===== config.mk =====
export PLATFORM = sky130hd
export DESIGN_NAME = integer_to_padded_text
export DESIGN_NICKNAME = d
export VERILOG_FILES = /design/src/rtl/itpt_pkg.sv /design/src/rtl/integer_to_padded_text.sv /design/src/rtl/itpt_fifo.sv /design/src/rtl/itpt_front.sv /design/src/rtl/itpt_back.sv
export SDC_FILE = /design/constraint.sdc
export NUM_CORES = 1
export LEC_CHECK = 0
export ABC_CLOCK_PERIOD_IN_PS = 9000
export BUFFER_PORTS_ARGS = -buffer_cell sky130_fd_sc_hd__buf_2
export CORE_UTILIZATION = 50
export CTS_CLUSTER_DIAMETER = 40
export CTS_CLUSTER_SIZE = 28
export DETAILED_ROUTE_END_ITERATION = 10
export HOLD_SLACK_MARGIN = 0.05
export PLACE_DENSITY = 0.67
export SKIP_LAST_GASP = 1
export SYNTH_ARGS = -nofsm -noshare
export SYNTH_HDL_FRONTEND = slang
export SYNTH_SLANG_ARGS = --single-unit
export TNS_END_PERCENT = 10

===== constraint.sdc =====
create_clock -name clk -period 9 [get_ports clk]
set_input_delay 0 -clock clk [delete_from_list [all_inputs] [get_ports clk]]
set_output_delay 0 -clock clk [all_outputs]
set_load 0.02 [all_outputs]

===== src/rtl/itpt_pkg.sv =====
// Shared types, character codes and digit helpers for the integer to padded text block.
package itpt_pkg;

  localparam int VAL_W       = 64;
  localparam int DIGIT_SLOTS = 22;
  localparam int DEC_DIGITS  = 20;
  localparam int DIG_W       = 4 * DIGIT_SLOTS;
  localparam int BCD_W       = 4 * DEC_DIGITS;
  localparam int CNT_W       = 7;
  localparam int PREC_W      = 6;
  localparam int ND_W        = 5;
  localparam int CH_W        = 8;

  localparam logic [CH_W-1:0] CH_SPACE = 8'h20;
  localparam logic [CH_W-1:0] CH_PLUS  = 8'h2B;
  localparam logic [CH_W-1:0] CH_MINUS = 8'h2D;
  localparam logic [CH_W-1:0] CH_ZERO  = 8'h30;
  localparam logic [CH_W-1:0] CH_NINE  = 8'h39;
  localparam logic [CH_W-1:0] CH_A_UP  = 8'h41;
  localparam logic [CH_W-1:0] CH_F_UP  = 8'h46;
  localparam logic [CH_W-1:0] CH_X_UP  = 8'h58;
  localparam logic [CH_W-1:0] CH_A_LO  = 8'h61;
  localparam logic [CH_W-1:0] CH_F_LO  = 8'h66;
  localparam logic [CH_W-1:0] CH_X_LO  = 8'h78;

  typedef enum logic [1:0] {
    RDX_OCT = 2'd0,
    RDX_DEC = 2'd1,
    RDX_HEX = 2'd2
  } itpt_radix_t;

  // One classified item as it waits between the front and the back.
  typedef struct packed {
    logic [VAL_W-1:0]  mag;
    itpt_radix_t       radix;
    logic              sign_en;
    logic [CH_W-1:0]   sign_ch;
    logic              alt;
    logic              lc;
    logic              left;
    logic              zfill;
    logic [PREC_W-1:0] prec;
    logic [CNT_W-1:0]  wid;
  } itpt_desc_t;

  // One output word: a character and its end-of-field mark.
  typedef struct packed {
    logic [CH_W-1:0] ch;
    logic            last;
  } itpt_word_t;

  function automatic logic [CH_W-1:0] digit_char(input logic [3:0] d, input logic lc);
    logic [CH_W-1:0] dw;
    dw = {4'b0000, d};
    if (d < 4'd10) begin
      return CH_ZERO + dw;
    end
    return (lc ? CH_A_LO : CH_A_UP) + dw - 8'd10;
  endfunction

  // Octal digits, one per 4-bit slot, least significant slot first.
  function automatic logic [DIG_W-1:0] oct_slots(input logic [VAL_W-1:0] mag);
    logic [3*DIGIT_SLOTS-1:0] ext;
    logic [DIG_W-1:0]         s;
    ext = {{(3*DIGIT_SLOTS-VAL_W){1'b0}}, mag};
    for (int i = 0; i < DIGIT_SLOTS; i++) begin
      s[4*i +: 4] = {1'b0, ext[3*i +: 3]};
    end
    return s;
  endfunction

  function automatic logic [DIG_W-1:0] hex_slots(input logic [VAL_W-1:0] mag);
    return {{(DIG_W-VAL_W){1'b0}}, mag};
  endfunction

  // One shift-and-add-3 step of binary to BCD conversion.
  function automatic logic [BCD_W-1:0] dd_step(input logic [BCD_W-1:0] bcd,
                                               input logic din);
    logic [BCD_W-1:0] adj;
    for (int i = 0; i < DEC_DIGITS; i++) begin
      adj[4*i +: 4] = (bcd[4*i +: 4] >= 4'd5) ? bcd[4*i +: 4] + 4'd3 : bcd[4*i +: 4];
    end
    return {adj[BCD_W-2:0], din};
  endfunction

endpackage


===== src/rtl/integer_to_padded_text.sv =====
// Top level of the printf-style integer formatter: front, queues and back.
//
//   channel  | handshake       | word
//   ---------+-----------------+--------------------------------------------------
//   input    | push / full     | in_value, in_radix and the formatting flags
//   result   | empty / pop     | out_char_out, out_last_char (one character)
//
// An octal or hex value goes from the queue through digit normalisation, planning and
// bounds to emission; decimal first passes the binary to BCD conversion at two bits
// per cycle. Emission runs at one character per cycle while the result queue has room
// and stalls while it is full.
// Reset is synchronous and active low; it empties both queues and idles the back.
// The input queue takes up to two words while the back is busy.
module integer_to_padded_text #(
  parameter int MAX_WIDTH     = 64,
  parameter int MAX_PRECISION = 40
) (
  input  logic                              clk,
  input  logic                              rst_n,
  input  logic                              push,
  output logic                              full,
  input  logic [itpt_pkg::VAL_W-1:0]        in_value,
  input  logic [1:0]                        in_radix,
  input  logic                              in_is_signed,
  input  logic                              in_zero_pad,
  input  logic                              in_force_plus,
  input  logic                              in_space_sign,
  input  logic                              in_alt_prefix,
  input  logic                              in_lower_case,
  input  logic                              in_left_justify,
  input  logic [itpt_pkg::CNT_W-1:0]        in_min_width,
  input  logic [itpt_pkg::PREC_W-1:0]       in_min_digits,
  output logic                              empty,
  input  logic                              pop,
  output logic [itpt_pkg::CH_W-1:0]         out_char_out,
  output logic                              out_last_char
);

  // Two words in each queue keep both sides moving without bubbles.
  localparam int DESC_DEPTH = 2;
  localparam int OUT_DEPTH  = 2;

  itpt_pkg::itpt_desc_t front_desc;
  itpt_pkg::itpt_desc_t back_desc;
  logic                 desc_empty;
  logic                 desc_pop;
  itpt_pkg::itpt_word_t back_word;
  itpt_pkg::itpt_word_t out_word;
  logic                 out_full;
  logic                 out_push;

  // The front classifies the word on its way into the item queue.
  itpt_front #(
    .MAX_WIDTH     (MAX_WIDTH),
    .MAX_PRECISION (MAX_PRECISION)
  ) u_front (
    .value        (in_value),
    .radix        (in_radix),
    .is_signed    (in_is_signed),
    .zero_pad     (in_zero_pad),
    .force_plus   (in_force_plus),
    .space_sign   (in_space_sign),
    .alt_prefix   (in_alt_prefix),
    .lower_case   (in_lower_case),
    .left_justify (in_left_justify),
    .min_width    (in_min_width),
    .min_digits   (in_min_digits),
    .desc         (front_desc)
  );

  itpt_fifo #(
    .WIDTH ($bits(itpt_pkg::itpt_desc_t)),
    .DEPTH (DESC_DEPTH)
  ) u_desc_q (
    .clk   (clk),
    .rst_n (rst_n),
    .push  (push),
    .wdata (front_desc),
    .full  (full),
    .pop   (desc_pop),
    .rdata (back_desc),
    .empty (desc_empty)
  );

  // The back converts digits, lays out the field and emits one character a cycle while the result queue has room.
  itpt_back u_back (
    .clk        (clk),
    .rst_n      (rst_n),
    .desc_empty (desc_empty),
    .desc_in    (back_desc),
    .desc_pop   (desc_pop),
    .out_full   (out_full),
    .out_push   (out_push),
    .out_word   (back_word)
  );

  itpt_fifo #(
    .WIDTH ($bits(itpt_pkg::itpt_word_t)),
    .DEPTH (OUT_DEPTH)
  ) u_out_q (
    .clk   (clk),
    .rst_n (rst_n),
    .push  (out_push),
    .wdata (back_word),
    .full  (out_full),
    .pop   (pop),
    .rdata (out_word),
    .empty (empty)
  );

  assign out_char_out  = out_word.ch;
  assign out_last_char = out_word.last;

endmodule


===== src/rtl/itpt_fifo.sv =====
// Small first-word-fall-through queue used between the parts of the formatter.
module itpt_fifo #(
  parameter int WIDTH = 8,
  parameter int DEPTH = 2
) (
  input  logic             clk,
  input  logic             rst_n,
  input  logic             push,
  input  logic [WIDTH-1:0] wdata,
  output logic             full,
  input  logic             pop,
  output logic [WIDTH-1:0] rdata,
  output logic             empty
);

  localparam int PTR_W = (DEPTH > 1) ? $clog2(DEPTH) : 1;
  localparam int LVL_W = $clog2(DEPTH + 1);

  logic [WIDTH-1:0] mem_r [DEPTH];
  logic [PTR_W-1:0] wr_ptr_r, wr_ptr_nxt;
  logic [PTR_W-1:0] rd_ptr_r, rd_ptr_nxt;
  logic [LVL_W-1:0] level_r, level_nxt;
  logic             do_push, do_pop;

  assign full    = (level_r == LVL_W'(DEPTH));
  assign empty   = (level_r == '0);
  assign do_push = push && !full;
  assign do_pop  = pop && !empty;
  assign rdata   = mem_r[rd_ptr_r];

  always_comb begin
    wr_ptr_nxt = wr_ptr_r;
    rd_ptr_nxt = rd_ptr_r;
    level_nxt  = level_r;
    if (do_push) begin
      wr_ptr_nxt = (wr_ptr_r == PTR_W'(DEPTH - 1)) ? '0 : wr_ptr_r + 1'b1;
    end
    if (do_pop) begin
      rd_ptr_nxt = (rd_ptr_r == PTR_W'(DEPTH - 1)) ? '0 : rd_ptr_r + 1'b1;
    end
    if (do_push && !do_pop) begin
      level_nxt = level_r + 1'b1;
    end else if (do_pop && !do_push) begin
      level_nxt = level_r - 1'b1;
    end
  end

  always_ff @(posedge clk) begin
    if (!rst_n) begin
      wr_ptr_r <= '0;
      rd_ptr_r <= '0;
      level_r  <= '0;
    end else begin
      wr_ptr_r <= wr_ptr_nxt;
      rd_ptr_r <= rd_ptr_nxt;
      level_r  <= level_nxt;
    end
  end

  always_ff @(posedge clk) begin
    if (do_push) begin
      mem_r[wr_ptr_r] <= wdata;
    end
  end

endmodule


===== src/rtl/itpt_front.sv =====
// Front part: classifies an incoming value into magnitude, sign character and field limits.
module itpt_front #(
  parameter int MAX_WIDTH     = 64,
  parameter int MAX_PRECISION = 40
) (
  input  logic [itpt_pkg::VAL_W-1:0]  value,
  input  logic [1:0]                  radix,
  input  logic                        is_signed,
  input  logic                        zero_pad,
  input  logic                        force_plus,
  input  logic                        space_sign,
  input  logic                        alt_prefix,
  input  logic                        lower_case,
  input  logic                        left_justify,
  input  logic [itpt_pkg::CNT_W-1:0]  min_width,
  input  logic [itpt_pkg::PREC_W-1:0] min_digits,
  output itpt_pkg::itpt_desc_t        desc
);

  logic                        neg;
  logic [itpt_pkg::PREC_W-1:0] prec_min1;

  assign neg       = is_signed && value[itpt_pkg::VAL_W-1];
  assign prec_min1 = (min_digits == '0) ? itpt_pkg::PREC_W'(1) : min_digits;

  always_comb begin
    desc.mag = neg ? ('0 - value) : value;

    case (radix)
      itpt_pkg::RDX_OCT: desc.radix = itpt_pkg::RDX_OCT;
      itpt_pkg::RDX_DEC: desc.radix = itpt_pkg::RDX_DEC;
      default:           desc.radix = itpt_pkg::RDX_HEX;
    endcase

    // A minus sign always shows; plus wins over space for non-negative signed values.
    desc.sign_en = 1'b0;
    desc.sign_ch = itpt_pkg::CH_SPACE;
    if (neg) begin
      desc.sign_en = 1'b1;
      desc.sign_ch = itpt_pkg::CH_MINUS;
    end else if (is_signed && force_plus) begin
      desc.sign_en = 1'b1;
      desc.sign_ch = itpt_pkg::CH_PLUS;
    end else if (is_signed && space_sign) begin
      desc.sign_en = 1'b1;
    end

    desc.alt   = alt_prefix;
    desc.lc    = lower_case;
    desc.left  = left_justify;
    desc.zfill = zero_pad && !left_justify && (min_digits == '0);
    desc.prec  = (prec_min1 > itpt_pkg::PREC_W'(MAX_PRECISION)) ?
                 itpt_pkg::PREC_W'(MAX_PRECISION) : prec_min1;
    desc.wid   = (min_width > itpt_pkg::CNT_W'(MAX_WIDTH)) ?
                 itpt_pkg::CNT_W'(MAX_WIDTH) : min_width;
  end

endmodule


===== src/rtl/itpt_back.sv =====
// Back part: digit extraction, field layout and character emission.
module itpt_back (
  input  logic                 clk,
  input  logic                 rst_n,
  input  logic                 desc_empty,
  input  itpt_pkg::itpt_desc_t desc_in,
  output logic                 desc_pop,
  input  logic                 out_full,
  output logic                 out_push,
  output itpt_pkg::itpt_word_t out_word
);

  localparam int DIG_W  = itpt_pkg::DIG_W;
  localparam int BCD_W  = itpt_pkg::BCD_W;
  localparam int CNT_W  = itpt_pkg::CNT_W;
  localparam int PREC_W = itpt_pkg::PREC_W;
  localparam int ND_W   = itpt_pkg::ND_W;
  localparam int VAL_W  = itpt_pkg::VAL_W;
  localparam int STEP_W = $clog2(VAL_W / 2);

  typedef enum logic [5:0] {
    ST_IDLE  = 6'b000001,
    ST_CONV  = 6'b000010,
    ST_NORM  = 6'b000100,
    ST_PLAN  = 6'b001000,
    ST_BOUND = 6'b010000,
    ST_EMIT  = 6'b100000
  } itpt_state_t;

  itpt_state_t               state_r, state_nxt;
  itpt_pkg::itpt_radix_t     radix_r, radix_nxt;
  logic                      sign_en_r, sign_en_nxt;
  logic [itpt_pkg::CH_W-1:0] sign_ch_r, sign_ch_nxt;
  logic                      alt_r, alt_nxt;
  logic                      lc_r, lc_nxt;
  logic                      left_r, left_nxt;
  logic                      zfill_r, zfill_nxt;
  logic [PREC_W-1:0]         prec_r, prec_nxt;
  logic [CNT_W-1:0]          wid_r, wid_nxt;
  logic [VAL_W-1:0]          bin_r, bin_nxt;
  logic [DIG_W-1:0]          dig_r, dig_nxt;
  logic [STEP_W-1:0]         step_r, step_nxt;
  logic [ND_W-1:0]           nd_r, nd_nxt;
  logic                      pfx_r, pfx_nxt;
  logic [CNT_W-1:0]          len_r, len_nxt;
  logic [CNT_W-1:0]          b1_r, b1_nxt;
  logic [CNT_W-1:0]          b2_r, b2_nxt;
  logic [CNT_W-1:0]          b3_r, b3_nxt;
  logic [CNT_W-1:0]          b4_r, b4_nxt;
  logic [CNT_W-1:0]          b5_r, b5_nxt;
  logic [CNT_W-1:0]          lastpos_r, lastpos_nxt;
  logic [CNT_W-1:0]          pos_r, pos_nxt;

  logic [3:0]                top_dig;
  logic                      top_nz;
  logic [BCD_W-1:0]          bcd_a, bcd_b;
  logic [PREC_W-1:0]         nd_p, zeros_calc, zeros_fin;
  logic [CNT_W-1:0]          nd_c, pfx_len, pad, padl;
  logic [itpt_pkg::CH_W-1:0] emit_ch;
  logic                      in_digits;

  assign top_dig = dig_r[DIG_W-1 -: 4];
  assign top_nz  = (top_dig != 4'd0);
  assign bcd_a   = itpt_pkg::dd_step(dig_r[BCD_W-1:0], bin_r[VAL_W-1]);
  assign bcd_b   = itpt_pkg::dd_step(bcd_a, bin_r[VAL_W-2]);
  assign nd_p    = PREC_W'(nd_r);
  assign nd_c    = CNT_W'(nd_r);
  assign pfx_len = pfx_r ? CNT_W'(2) : '0;

  // Leading zeros from the precision; octal alternate form needs one leading zero.
  always_comb begin
    zeros_calc = (prec_r > nd_p) ? prec_r - nd_p : '0;
    zeros_fin  = zeros_calc;
    if (alt_r && (radix_r == itpt_pkg::RDX_OCT) && (zeros_calc == '0) && top_nz) begin
      zeros_fin = PREC_W'(1);
    end
  end

  assign pad  = (wid_r > len_r) ? wid_r - len_r : '0;
  assign padl = left_r ? '0 : pad;

  // Character at the current position, by region of the field.
  always_comb begin
    in_digits = 1'b0;
    if (pos_r < b1_r) begin
      emit_ch = itpt_pkg::CH_SPACE;
    end else if (pos_r < b2_r) begin
      emit_ch = sign_ch_r;
    end else if (pos_r < b3_r) begin
      emit_ch = (pos_r == b2_r) ? itpt_pkg::CH_ZERO :
                (lc_r ? itpt_pkg::CH_X_LO : itpt_pkg::CH_X_UP);
    end else if (pos_r < b4_r) begin
      emit_ch = itpt_pkg::CH_ZERO;
    end else if (pos_r < b5_r) begin
      emit_ch   = itpt_pkg::digit_char(top_dig, lc_r);
      in_digits = 1'b1;
    end else begin
      emit_ch = itpt_pkg::CH_SPACE;
    end
  end

  assign desc_pop      = (state_r == ST_IDLE) && !desc_empty;
  assign out_push      = (state_r == ST_EMIT) && !out_full;
  assign out_word.ch   = emit_ch;
  assign out_word.last = (pos_r == lastpos_r);

  always_comb begin
    state_nxt   = state_r;
    radix_nxt   = radix_r;
    sign_en_nxt = sign_en_r;
    sign_ch_nxt = sign_ch_r;
    alt_nxt     = alt_r;
    lc_nxt      = lc_r;
    left_nxt    = left_r;
    zfill_nxt   = zfill_r;
    prec_nxt    = prec_r;
    wid_nxt     = wid_r;
    bin_nxt     = bin_r;
    dig_nxt     = dig_r;
    step_nxt    = step_r;
    nd_nxt      = nd_r;
    pfx_nxt     = pfx_r;
    len_nxt     = len_r;
    b1_nxt      = b1_r;
    b2_nxt      = b2_r;
    b3_nxt      = b3_r;
    b4_nxt      = b4_r;
    b5_nxt      = b5_r;
    lastpos_nxt = lastpos_r;
    pos_nxt     = pos_r;

    case (state_r)
      ST_IDLE: begin
        if (!desc_empty) begin
          radix_nxt   = desc_in.radix;
          sign_en_nxt = desc_in.sign_en;
          sign_ch_nxt = desc_in.sign_ch;
          alt_nxt     = desc_in.alt;
          lc_nxt      = desc_in.lc;
          left_nxt    = desc_in.left;
          zfill_nxt   = desc_in.zfill;
          prec_nxt    = desc_in.prec;
          wid_nxt     = desc_in.wid;
          bin_nxt     = desc_in.mag;
          step_nxt    = '0;
          nd_nxt      = ND_W'(itpt_pkg::DIGIT_SLOTS);
          case (desc_in.radix)
            itpt_pkg::RDX_OCT: begin
              dig_nxt   = itpt_pkg::oct_slots(desc_in.mag);
              state_nxt = ST_NORM;
            end
            itpt_pkg::RDX_DEC: begin
              dig_nxt   = '0;
              state_nxt = ST_CONV;
            end
            default: begin
              dig_nxt   = itpt_pkg::hex_slots(desc_in.mag);
              state_nxt = ST_NORM;
            end
          endcase
        end
      end
      ST_CONV: begin
        dig_nxt  = {{(DIG_W-BCD_W){1'b0}}, bcd_b};
        bin_nxt  = {bin_r[VAL_W-3:0], 2'b00};
        step_nxt = step_r + 1'b1;
        if (step_r == STEP_W'(VAL_W / 2 - 1)) begin
          state_nxt = ST_NORM;
        end
      end
      ST_NORM: begin
        if (!top_nz && (nd_r > ND_W'(1))) begin
          dig_nxt = {dig_r[DIG_W-5:0], 4'd0};
          nd_nxt  = nd_r - 1'b1;
        end else begin
          state_nxt = ST_PLAN;
        end
      end
      ST_PLAN: begin
        pfx_nxt   = alt_r && (radix_r == itpt_pkg::RDX_HEX) && top_nz;
        len_nxt   = CNT_W'(sign_en_r) + (pfx_nxt ? CNT_W'(2) : '0) +
                    CNT_W'(zeros_fin) + nd_c;
        state_nxt = ST_BOUND;
      end
      ST_BOUND: begin
        b1_nxt      = zfill_r ? '0 : padl;
        b2_nxt      = b1_nxt + CNT_W'(sign_en_r);
        b3_nxt      = b2_nxt + pfx_len;
        b5_nxt      = padl + len_r;
        b4_nxt      = b5_nxt - nd_c;
        lastpos_nxt = pad + len_r - 1'b1;
        pos_nxt     = '0;
        state_nxt   = ST_EMIT;
      end
      ST_EMIT: begin
        if (!out_full) begin
          pos_nxt = pos_r + 1'b1;
          if (in_digits) begin
            dig_nxt = {dig_r[DIG_W-5:0], 4'd0};
          end
          if (pos_r == lastpos_r) begin
            state_nxt = ST_IDLE;
          end
        end
      end
      default: begin
        state_nxt = ST_IDLE;
      end
    endcase
  end

  always_ff @(posedge clk) begin
    if (!rst_n) begin
      state_r <= ST_IDLE;
    end else begin
      state_r <= state_nxt;
    end
  end

  always_ff @(posedge clk) begin
    radix_r   <= radix_nxt;
    sign_en_r <= sign_en_nxt;
    sign_ch_r <= sign_ch_nxt;
    alt_r     <= alt_nxt;
    lc_r      <= lc_nxt;
    left_r    <= left_nxt;
    zfill_r   <= zfill_nxt;
    prec_r    <= prec_nxt;
    wid_r     <= wid_nxt;
    bin_r     <= bin_nxt;
    dig_r     <= dig_nxt;
    step_r    <= step_nxt;
    nd_r      <= nd_nxt;
    pfx_r     <= pfx_nxt;
    len_r     <= len_nxt;
    b1_r      <= b1_nxt;
    b2_r      <= b2_nxt;
    b3_r      <= b3_nxt;
    b4_r      <= b4_nxt;
    b5_r      <= b5_nxt;
    lastpos_r <= lastpos_nxt;
    pos_r     <= pos_nxt;
  end

endmodule


==> summary by stage <==
Pwr
Dividing total power by cell area gives a power density of roughly 370 mW/mm^2. The part of the total power dissipated in sequential elements is about a third. The combinational power share is 42.6%.

The largest vdd supply drop is roughly 0.00044 V. The clock network accounts for 24.7% of the total power. Cell internal power was estimated by the tool at 6.86 mW. Of the total power, the share spent switching nets is 37.8%. Summed over all nets, the switching power comes to 4.17 mW. The analysis attributes to cell leakage a power of 11.6 nW.

Timing
Setup repair after global routing left no endpoint under its margin. Measured against its own limit, the worst slew margin works out to between 20% and 30%. On the final layout, the worst hold slack is 191 ps.

The part of the cycle the worst path needs is a little under half. The final-report hold violation count is 0. The summed negative setup slack over all endpoints is 0 ps. The transition time at the pin with the least slew margin is about 1100 ps.

The number of pins exceeding their max-slew limit in the final report is 0. Derived from the worst setup path, the maximum achievable clock frequency is around 0.24 GHz. Setup violations remaining at the end of the flow were counted as 0. The clock skew is 17.0 ps. The smallest clock period supported by the final layout is computed as 4230 ps.

Layout
The net count of the finished layout is 2,736. Of the cells placed in the final design, the portion with a size suffix greater than 1 is 12.0%. The final cell utilization of the core is 60.2%. The finished cells cover a little over 0.03 sq mm. From synthesis to final layout, the design area changed by 18.6%.

CTS
The clock slew at the register clock pins of the worst setup and hold paths is 60 ps. The number of buffers added for setup after CTS is 0. CTS built an H-tree with a depth of 3.

The clock net sink count is 447. In this run, post-CTS hold repair placed 114 buffers. The clock passes through at most 3 buffers. The CTS tree is built. The clock latency on the worst-skew pair is 590 ps.

The root buffer cell is sky130_fd_sc_hd__clkbuf_16. The TritonCTS buffer count is 66. The number of instances resized during post-cts repair is 0.

Detailed routing
The wire length per cell after detailed routing is about 19 um. The via total after detailed routing is 18,300. The wire length reported by the detailed router is between 60,000 and 70,000 um.

The number of design rule violations left after detail routing is 0. The first routing iteration left 1,683 violations. The count of TritonRoute iterations in the first routing pass is 5. The via density per instance is 5.72. The count of nets left with antenna violations once routing finished came out at 0.

Synth
After synthesis, flip-flops and latches occupy a little over half of the total area. Yosys mapped a number of flops with a built-in enable equal to 431. The cell type with the highest aggregate area in the netlist is sky130_fd_sc_hd__edfxtp_1. The async set or reset register ratio after synthesis is 0%. The number of warnings printed during yosys synthesis is 0. In this run the cell area of the synthesized design comes to 0.0255 sq mm.

The most frequent cell after synthesis is sky130_fd_sc_hd__edfxtp_1. By count the netlist is led by sky130_fd_sc_hd__edfxtp_1, sky130_fd_sc_hd__a21oi_1, sky130_fd_sc_hd__inv_1. The synthesized netlist contains between 60 and 70 unique library cells.

The predominant post-synthesis flop cell is sky130_fd_sc_hd__edfxtp_1. The mean cell area of the mapped netlist is 11.3 sq um. The share of the synthesized area in the top cell type is 50.8%. Ranked by total cell area, the synthesized netlist is headed by sky130_fd_sc_hd__edfxtp_1, sky130_fd_sc_hd__ha_1, sky130_fd_sc_hd__mux2i_1. The total nets after synthesis is ~2,500. The flip-flop and latch count after synthesis is about 450. The gate count after technology mapping is 2,252.

Job
Max-cap violations in this run came to 0.

Min path
The min-delay analysis places its worst path in the category in2reg. The number of cells traversed by the worst hold path is 2.

Placement
The HPWL reported at the end of detailed placement is 41,200 um. The number of buffer cells added on primary ports is 99. The last weighted congestion value of the routability-driven placer is 0.881. After detailed placement, the total cell area comes to about 0.027 sq mm.

Setup path
The endpoint required time on the critical path is 9320 ps. The startpoint type of the worst setup path is a flop. The data arrival time of the critical path is 4550 ps. The category of the most critical setup path is reg2reg.

The sort of element at the end of the critical path is a flop. The worst reg2reg path depth is 17. The largest fanout of any net on the critical path is 8. For flop-to-flop paths, the worst setup slack is 4770 ps.

Die
The horizontal extent of the die is 228 um. The number of ports placed on the die boundary is 101. The floorplan step defined a core boundary enclosing 0.0502 sq mm. The overall die height is 228 um. Once the floorplan was initialized, standard cells occupied 50.8% of the core. The cell row count is 82. The floorplan die area is 0.0519 sq mm.

Global routing
The global-route wire length before repair is 97,300 um. For this run, the total global-route usage over all layers was measured as around a quarter. The number of global-route vias before repair is 18,500.

The pin count of the biggest net entering global routing is 200. The overflow left after global routing is 0. The initial antenna violation count is 2.

Status
The flow ran to the end, and the final reports show no timing, DRC or antenna violations.
-- final timing paths --
| kind | startpoint | end |
|---|---|---|
| setup reg to reg | u_back.len_r[4] | u_back.b4_r[6] |
| hold / removal | in_alt_prefix | u_desc_q.mem_r[0][16] |
| hold reg to reg | u_back.dig_r[81] | u_back.dig_r[85] |
| setup / recovery | u_back.len_r[4] | u_back.b4_r[6] |
-- layer usage --
metal	GRT usage [%]	vias to the layer above	share of wire [%]	wire (um)
met5	0	-	0.020	12
met4	6.76	2	2.1	1270
met3	3.90	101	6.3	3830
met2	39.1	604	48	29100
met1	31.3	8867	44	26600
li1	-	8720	-	-
-- power groups by stage --
stage	clock network (mW)	registers [mW]	logic [mW]
floorplan	0	3.55	3.60
global placement	0	3.62	4.42
detailed placement	0	3.64	4.62
CTS	2.76	3.60	4.69
global route	2.84	3.68	5.26
finish	2.72	3.61	4.70
-- cells by family after synthesis --
| group | Yosys count | share of synthesized area (%) |
|---|---|---|
| AOI/OAI and AO/OA | 546 | 13.0 |
| muxes | 154 | 6.28 |
| adders and majority gates | 174 | 8.78 |
| xor gates and xnor gates | 167 | 5.74 |
| buffers and inverters | 247 | 3.66 |
| DFF | 447 | 52.1 |
| and+or+nand+nor | 516 | 10.4 |
| other | 1 | 0.0147 |
-- metrics by stage --
stage / power [mW] / setup WS (ps) / instances
final: 11.0 / 4770 / 3198
after global routing: 11.8 / 4430 / 3197
after CTS: 11.1 / 4760 / 3197
after detailed placement: 8.26 / 4770 / 2962
after global placement: 8.03 / 4920 / 2962
after floorplan: 7.14 / 2440 / 2252
-- cells in the final DEF, fill, tap and decap left out, types with 17 or more instances in the layout --
cell / count
sky130_fd_sc_hd__nand2b_1: 55
sky130_fd_sc_hd__and2_1: 22
sky130_fd_sc_hd__nor2_1: 156
sky130_fd_sc_hd__ha_1: 166
sky130_fd_sc_hd__mux2_2: 47
sky130_fd_sc_hd__a21boi_0: 18
sky130_fd_sc_hd__nor2b_1: 24
sky130_fd_sc_hd__nor3b_1: 44
sky130_fd_sc_hd__nand3_1: 19
sky130_fd_sc_hd__dlygate4sd3_1: 114
sky130_fd_sc_hd__a21o_1: 22
sky130_fd_sc_hd__inv_1: 167
sky130_fd_sc_hd__a21oi_1: 186
sky130_fd_sc_hd__o221ai_1: 25
sky130_fd_sc_hd__nand2_1: 103
sky130_fd_sc_hd__xnor2_1: 122
sky130_fd_sc_hd__o21ai_0: 128
sky130_fd_sc_hd__edfxtp_1: 431
sky130_fd_sc_hd__buf_2: 99
sky130_fd_sc_hd__xor2_1: 45
sky130_fd_sc_hd__mux2i_1: 106
sky130_fd_sc_hd__a22oi_1: 45
sky130_fd_sc_hd__nor3_1: 29
sky130_fd_sc_hd__o22ai_1: 53
sky130_fd_sc_hd__buf_4: 17
sky130_fd_sc_hd__clkbuf_16: 71
-- registers in the layout, indices dropped and copies added, names as in the netlist, 16 cells and up, named ones only --
register,count
u_back.dig_r,88
u_desc_q.mem_r,174
u_back.bin_r,64
u_out_q.mem_r,16
-- final cells by class --
type	instances	area (sq um)
tap	672	841
fill	3977	20000
antenna	1	2.50
timing repair buffer	231	1780
clock buffer	76	1820
multi-input combinational	1558	11300
clock inverter	45	544
inverter	168	631
sequential	447	13300
-- worst max-delay path, cell delays in order, from the launching register on --
cell and delay [ps]:
sky130_fd_sc_hd__edfxtp_1 350, sky130_fd_sc_hd__inv_1 80, sky130_fd_sc_hd__ha_1 440, sky130_fd_sc_hd__and4_1 270, sky130_fd_sc_hd__o221ai_1 130, sky130_fd_sc_hd__a22o_1 260
sky130_fd_sc_hd__or2_2 320, sky130_fd_sc_hd__nor2_1 110, sky130_fd_sc_hd__ha_1 190, sky130_fd_sc_hd__inv_1 60, sky130_fd_sc_hd__fa_1 500, sky130_fd_sc_hd__inv_1 80
sky130_fd_sc_hd__fa_1 440, sky130_fd_sc_hd__a21o_1 170, sky130_fd_sc_hd__a21oi_1 220, sky130_fd_sc_hd__nor2b_1 70, sky130_fd_sc_hd__nor3_1 170, sky130_fd_sc_hd__xor2_1 100
Note: power is estimated with default switching activity, not from simulation.
